File: config.mk
export PLATFORM = sky130hd
export DESIGN_NAME = lsps_ctrl
export DESIGN_NICKNAME = d
export VERILOG_FILES = /design/src/rtl/core/latency_sample_percentile_stats_assert.svh /design/src/rtl/core/lsps_pkg.sv /design/src/rtl/core/lsps_ctrl.sv
export SDC_FILE = /design/constraint.sdc
export NUM_CORES = 1
export LEC_CHECK = 0
export ABC_AREA = 1
export BUFFER_PORTS_ARGS = -buffer_cell sky130_fd_sc_hd__buf_4
export CORE_MARGIN = 4
export CORE_UTILIZATION = 53
export CTS_BUF_LIST = sky130_fd_sc_hd__clkbuf_4
export CTS_CLUSTER_SIZE = 24
export DETAILED_ROUTE_END_ITERATION = 8
export PLACE_DENSITY = 0.82
export SLEW_MARGIN = 10
export SYNTH_ARGS = -nofsm -noshare
export SYNTH_HDL_FRONTEND = slang
export SYNTH_SLANG_ARGS = --single-unit
File: constraint.sdc
create_clock -name clk -period 2.1 [get_ports clk]
set_input_delay 0.525 -clock clk [delete_from_list [all_inputs] [get_ports clk]]
set_output_delay 0.525 -clock clk [all_outputs]
set_load 0.03 [all_outputs]
File: src/rtl/core/latency_sample_percentile_stats_assert.svh
// Assertion macros shared by the statistics block.
`ifndef LATENCY_SAMPLE_PERCENTILE_STATS_ASSERT_SVH
`define LATENCY_SAMPLE_PERCENTILE_STATS_ASSERT_SVH
`ifndef SYNTH
`define LSPS_ASSERT_SAME(lbl, ante, cons) \
    lbl: assert property (@(posedge clk) disable iff (!rst_n) (ante) |-> (cons)) \
        else $error("lsps assertion failed");
`define LSPS_ASSERT_NEXT(lbl, ante, cons) \
    lbl: assert property (@(posedge clk) disable iff (!rst_n) (ante) |=> (cons)) \
        else $error("lsps assertion failed");
`else
`define LSPS_ASSERT_SAME(lbl, ante, cons)
`define LSPS_ASSERT_NEXT(lbl, ante, cons)
`endif
`endif

File: src/rtl/core/lsps_pkg.sv
package lsps_pkg;

    localparam int KIND_W   = 2;
    localparam int WORD_W   = 32;
    localparam int PCT_W    = 7;
    localparam int STAT_W   = 2;
    localparam int ANS_W    = 48;
    localparam int CNT_W    = 13;
    localparam int SUM_W    = 45;
    localparam int FRAC_W   = 16;
    localparam int PHASE_W  = 16;
    localparam int DEND_W   = SUM_W + FRAC_W;
    localparam int CFG_IDX_W  = 8;
    localparam int CFG_DATA_W = 16;
    localparam int PCT_DIVISOR = 100;

    // Division by 100 as a multiply by ceil(2^32 / 100) and a shift by 32.
    // The result is exact for every product of a percent and a fill count.
    localparam int RECIP_W         = 26;
    localparam int PCT_RECIP_SHIFT = 32;
    localparam logic [RECIP_W-1:0] PCT_RECIP = 26'd42949673;

    localparam logic [KIND_W-1:0] KIND_PKT    = 2'd0;
    localparam logic [KIND_W-1:0] KIND_MEAN   = 2'd1;
    localparam logic [KIND_W-1:0] KIND_PCT    = 2'd2;
    localparam logic [KIND_W-1:0] KIND_UNUSED = 2'd3;

    localparam logic [STAT_W-1:0] STAT_SKIP    = 2'd0;
    localparam logic [STAT_W-1:0] STAT_STORED  = 2'd1;
    localparam logic [STAT_W-1:0] STAT_DROP    = 2'd2;
    localparam logic [STAT_W-1:0] STAT_ANSWER  = 2'd3;

    localparam logic [CFG_IDX_W-1:0] REG_SAMPLE_EVERY   = 8'd0;
    localparam logic [CFG_IDX_W-1:0] REG_CAPACITY_LIMIT = 8'd1;

    localparam logic [CNT_W-1:0] CAPACITY_RESET = 13'd4096;

    typedef enum logic [3:0] {
        ST_IDLE,
        ST_DIV,
        ST_SELECT,
        ST_EXT_SCAN,
        ST_PIV_RD,
        ST_PIV_LATCH,
        ST_CNT_SCAN,
        ST_CHECK,
        ST_DONE
    } state_t;

    typedef enum logic [1:0] {
        SCAN_MIN,
        SCAN_MAX,
        SCAN_COUNT
    } scan_mode_t;

    typedef enum logic [2:0] {
        OSEL_PKT,
        OSEL_NONE,
        OSEL_ZERO,
        OSEL_MEAN,
        OSEL_BEST,
        OSEL_PIVOT
    } out_sel_t;

    typedef struct packed {
        logic       pkt_step;
        logic       out_load;
        out_sel_t   out_sel;
        logic       div_start;
        logic       div_pct;
        logic       outer_clr;
        logic       outer_inc;
        logic       piv_latch;
        logic       scan_start;
        scan_mode_t scan_mode;
    } cmd_t;

    typedef struct packed {
        logic out_free;
        logic n_zero;
        logic k_zero;
        logic k_ge_n;
        logic div_busy;
        logic scan_busy;
        logic hit;
    } stat_t;

endpackage

File: src/rtl/core/lsps_ctrl.sv
module lsps_ctrl
(
    input  logic                         clk,
    input  logic                         rst_n,
    input  logic                         in_valid,
    input  logic [lsps_pkg::KIND_W-1:0]  in_kind,
    output logic                         in_ready,
    input  lsps_pkg::stat_t              stat,
    output lsps_pkg::cmd_t               cmd
);

    lsps_pkg::state_t   state_reg, state_next;
    lsps_pkg::out_sel_t sel_reg, sel_next;
    logic               pct_reg, pct_next;
    logic               in_fire;

    always_ff @(posedge clk or negedge rst_n)
    begin
        if (!rst_n)
        begin
            state_reg <= lsps_pkg::ST_IDLE;
            sel_reg   <= lsps_pkg::OSEL_NONE;
            pct_reg   <= 1'b0;
        end
        else
        begin
            state_reg <= state_next;
            sel_reg   <= sel_next;
            pct_reg   <= pct_next;
        end
    end

    assign in_ready = (state_reg == lsps_pkg::ST_IDLE) && stat.out_free;
    assign in_fire  = in_valid && in_ready;

    always_comb
    begin
        state_next     = state_reg;
        sel_next       = sel_reg;
        pct_next       = pct_reg;
        cmd            = '0;
        cmd.out_sel    = sel_reg;
        cmd.scan_mode  = lsps_pkg::SCAN_COUNT;
        case (state_reg)
            lsps_pkg::ST_IDLE:
            begin
                if (in_fire)
                begin
                    case (in_kind)
                        lsps_pkg::KIND_PKT:
                        begin
                            cmd.pkt_step = 1'b1;
                            cmd.out_load = 1'b1;
                            cmd.out_sel  = lsps_pkg::OSEL_PKT;
                        end
                        lsps_pkg::KIND_MEAN, lsps_pkg::KIND_PCT:
                        begin
                            if (stat.n_zero)
                            begin
                                cmd.out_load = 1'b1;
                                cmd.out_sel  = lsps_pkg::OSEL_ZERO;
                            end
                            else
                            begin
                                cmd.div_start = 1'b1;
                                cmd.div_pct   = (in_kind == lsps_pkg::KIND_PCT);
                                pct_next      = (in_kind == lsps_pkg::KIND_PCT);
                                state_next    = lsps_pkg::ST_DIV;
                            end
                        end
                        default:
                        begin
                            cmd.out_load = 1'b1;
                            cmd.out_sel  = lsps_pkg::OSEL_NONE;
                        end
                    endcase
                end
            end
            lsps_pkg::ST_DIV:
            begin
                if (!stat.div_busy)
                begin
                    if (pct_reg)
                    begin
                        state_next = lsps_pkg::ST_SELECT;
                    end
                    else
                    begin
                        sel_next   = lsps_pkg::OSEL_MEAN;
                        state_next = lsps_pkg::ST_DONE;
                    end
                end
            end
            lsps_pkg::ST_SELECT:
            begin
                if (stat.k_zero)
                begin
                    cmd.scan_start = 1'b1;
                    cmd.scan_mode  = lsps_pkg::SCAN_MIN;
                    state_next     = lsps_pkg::ST_EXT_SCAN;
                end
                else if (stat.k_ge_n)
                begin
                    cmd.scan_start = 1'b1;
                    cmd.scan_mode  = lsps_pkg::SCAN_MAX;
                    state_next     = lsps_pkg::ST_EXT_SCAN;
                end
                else
                begin
                    cmd.outer_clr = 1'b1;
                    state_next    = lsps_pkg::ST_PIV_RD;
                end
            end
            lsps_pkg::ST_EXT_SCAN:
            begin
                if (!stat.scan_busy)
                begin
                    sel_next   = lsps_pkg::OSEL_BEST;
                    state_next = lsps_pkg::ST_DONE;
                end
            end
            lsps_pkg::ST_PIV_RD:
            begin
                state_next = lsps_pkg::ST_PIV_LATCH;
            end
            lsps_pkg::ST_PIV_LATCH:
            begin
                cmd.piv_latch  = 1'b1;
                cmd.scan_start = 1'b1;
                state_next     = lsps_pkg::ST_CNT_SCAN;
            end
            lsps_pkg::ST_CNT_SCAN:
            begin
                if (!stat.scan_busy)
                begin
                    state_next = lsps_pkg::ST_CHECK;
                end
            end
            lsps_pkg::ST_CHECK:
            begin
                if (stat.hit)
                begin
                    sel_next   = lsps_pkg::OSEL_PIVOT;
                    state_next = lsps_pkg::ST_DONE;
                end
                else
                begin
                    cmd.outer_inc = 1'b1;
                    state_next    = lsps_pkg::ST_PIV_RD;
                end
            end
            lsps_pkg::ST_DONE:
            begin
                if (stat.out_free)
                begin
                    cmd.out_load = 1'b1;
                    state_next   = lsps_pkg::ST_IDLE;
                end
            end
            default:
            begin
                state_next = lsps_pkg::ST_IDLE;
            end
        endcase
    end

endmodule

==> results.md <==
- Remaining DRCs: 0
- Post-synthesis cell type count: 20
- Setup CP Type: input pin to primary output
- Uppermost layer routed: met4
- Share of post-route cells with drive strength above 1: 41.4%
- Maximum vdd drop: about 0.86 mV
- Final setup TNS: 0 ns
- Dpl ws: ~0.015 ns
- Worst skew pair latency: roughly 0.25 ns
- IO Pins: 26
- Max FFs per register: 4
- Root buffer cell: clkbuf_4
- Grt ovf: 0
- Slew margin rel.: between 80 and 90%
- Required time of the critical path: approximately 1.6 ns
- Die X: about 44 um
- Yosys warnings: 0
- Wl on met1: about 870 um
- HP Class: input pin to async pin
- Cts bufs inserted: 3
- Drt initial violations: 18
- Tightest Pin Transition: 0.258 ns
- CTS max path bufs: 2
- Total power draw: ~1300 uW
- All-layer global routing usage: 19.2%
- Max Clk Rate: around 0.49 GHz
- Layout Nets: roughly 160
- Max-Cap Viols: 0
- CP arrival: between 1.5 and 2 ns
- Initial antenna violation count: 0
- Hold Fails Final Rpt: 0
- Worst-path maximum fanout: 4
- DIE HEIGHT: roughly 44 um
- Core region area: between 1000 and 1500 um2
- Synth top area cells: dfrtp_1 25%, nand2_1 16%, nand3_1 10%
- Synthesized flop and latch total: 8
- Rows: 12
- Syn avg cell area: about 6.6 um2
- Setup violators final: 0
- Period utilization: between 90% and 100%
- Syn Inst Count: approximately 110
- Routed via count: 785
- Cell accounting for the most synthesized area: dfrtp_1
- Hpwl dp: ~1400 um
- DR WL met2: between 900 and 1000 um
- Starting Density: roughly 60%
- Clk pin slew, worst setup/hold paths: approximately 0.060 ns
- Total Wirelength: 1940 um
- Unrepaired setup endpoints after global routing: true
- Pre-Repair DR Iteration Count: 4
- Met3 wire len: 114 um
- Final WS setup: around 0.041 ns
- Vias per Instance: 5.10
- PortBufs: 25
- DR WL/cell: 12.6 um
- Synth Cell Area: approximately 690 um2
- # placed instances: 146
- Cell area power density: 1280 nW/um2
- Final std cells w/o fill: about 150
- Leak: ~0.00054 uW
- Outcome: complete, no violations
- Crit end category: primary output
- Syn Nets: 120
- Largest net degree at the start of global routing: 10
- Ant diodes: 0
- Placer Congestion: 0.781
- Clock sinks: 8
- Setup crit start kind: input pin
- Filler instances: 76
- Area grow syn2layout: 45.5%
- Post-route ant nets: 0
- Final worst path period need: roughly 2 ns
- First-pass GRT wire length: roughly 2900 um
- Max Slew Vio Count: 0
- CTS tree: done
- Final Util: a little under nine tenths
- Seq/Total Area, Yosys: between 20% and 30%
- H-tree levels: 1
- Vias in the first global route: about 640
- Clock skew: about 0.0012 ns
- Die area: 1950 um2
- Yosys top cell area share: roughly 25%
cell usage after synthesis, drive strengths merged:
cell type / number
nand3: 14
or2: 2
a21oi: 1
o21ai: 8
nand3b: 1
nor3: 1
o21a: 1
dfstp: 1
inv: 15
nand2: 31
dfrtp: 7
a31o: 1
ha: 3
nor3b: 1
nor2: 18
per-stage QoR:
| stage | hold slack [ns] | cell area, um2 |
|---|---|---|
| floorplan | 0.229 | 693 |
| global placement | 0.345 | 913 |
| detailed placement | 0.344 | 913 |
| CTS | 0.0695 | 948 |
| global route | 0.0591 | 1010 |
| finish | 0.0758 | 1010 |
layout make-up:
class / instances / area [um2] / share of cell area [%]
multi-input cells: 83 / 474 / 47.0
flip-flops and latches: 8 / 205 / 20.3
repair buffers: 30 / 225 / 22.3
well taps: 14 / 17.5 / 1.74
clock buffers: 4 / 30.0 / 2.98
inverters: 15 / 56.3 / 5.58
logic make-up after synthesis:
family | count (synthesis) | synth area share [%]
AO/OA/AOI/OAI | 11 | 8.84
AND/OR/NAND/NOR | 68 | 48.6
buffers and inverters | 15 | 8.12
flip-flops | 8 | 29.1
adder cells (fa/ha/maj) | 3 | 5.42
cells in the final DEF, fill, tap and decap left out, drive strengths merged:
cell type and count:
a21oi 1, a31o 1, buf 30, clkbuf 4, dfrtp 7, dfstp 1, ha 3, inv 15
nand2 32, nand3 14, nand3b 1, nor2 18, nor3 1, nor3b 1, o21a 1, o21ai 8
or2 2
routing by layer:
| metal | up-vias | global-route usage (%) |
|---|---|---|
| met3 | 2 | 3.66 |
| met5 | - | 0 |
| met2 | 23 | 28.2 |
| li1 | 404 | - |
| met1 | 356 | 29.3 |
| met4 | 0 | 3.61 |
what timing repair did:
item	in CTS	in global routing
hold buffers	0	0
gates cloned	0	1
gates resized for setup	1	9
pin swaps	0	3
buffers inserted	0	3
setup endpoints to repair	3	8
power by group:
| part | switching (uW) | leakage (uW) | internal [uW] |
|---|---|---|---|
| logic | 519 | 0.000423 | 316 |
| clock network | 53.8 | 0.0000184 | 85.7 |
| registers | 76.0 | 0.0000970 | 236 |
final timing paths:
check                      cells past startpoint                        to                      from  slack [ns]
max in group asynchronous                      1    sel_reg[0]$_DFFE_PN1P_                     rst_n        1.82
max                                            6                    cmd[8]                in_kind[0]        0.04
min reg2reg                                    2    sel_reg[0]$_DFFE_PN1P_    sel_reg[0]$_DFFE_PN1P_        0.47
min in group clk                               2    sel_reg[0]$_DFFE_PN1P_    sel_reg[0]$_DFFE_PN1P_        0.47
max reg2reg                                    8    sel_reg[2]$_DFFE_PN0P_  state_reg[3]$_DFFE_PN0P_        0.70
min                                            1  state_reg[3]$_DFFE_PN0P_                     rst_n        0.08
critical path: stages:
cell	delay (ns)
buf_4	0.11
inv_1	0.11
ha_4	0.23
or2_2	0.27
o21ai_1	0.11
buf_4	0.17
No activity file was read; power rests on OpenSTA's default activity.
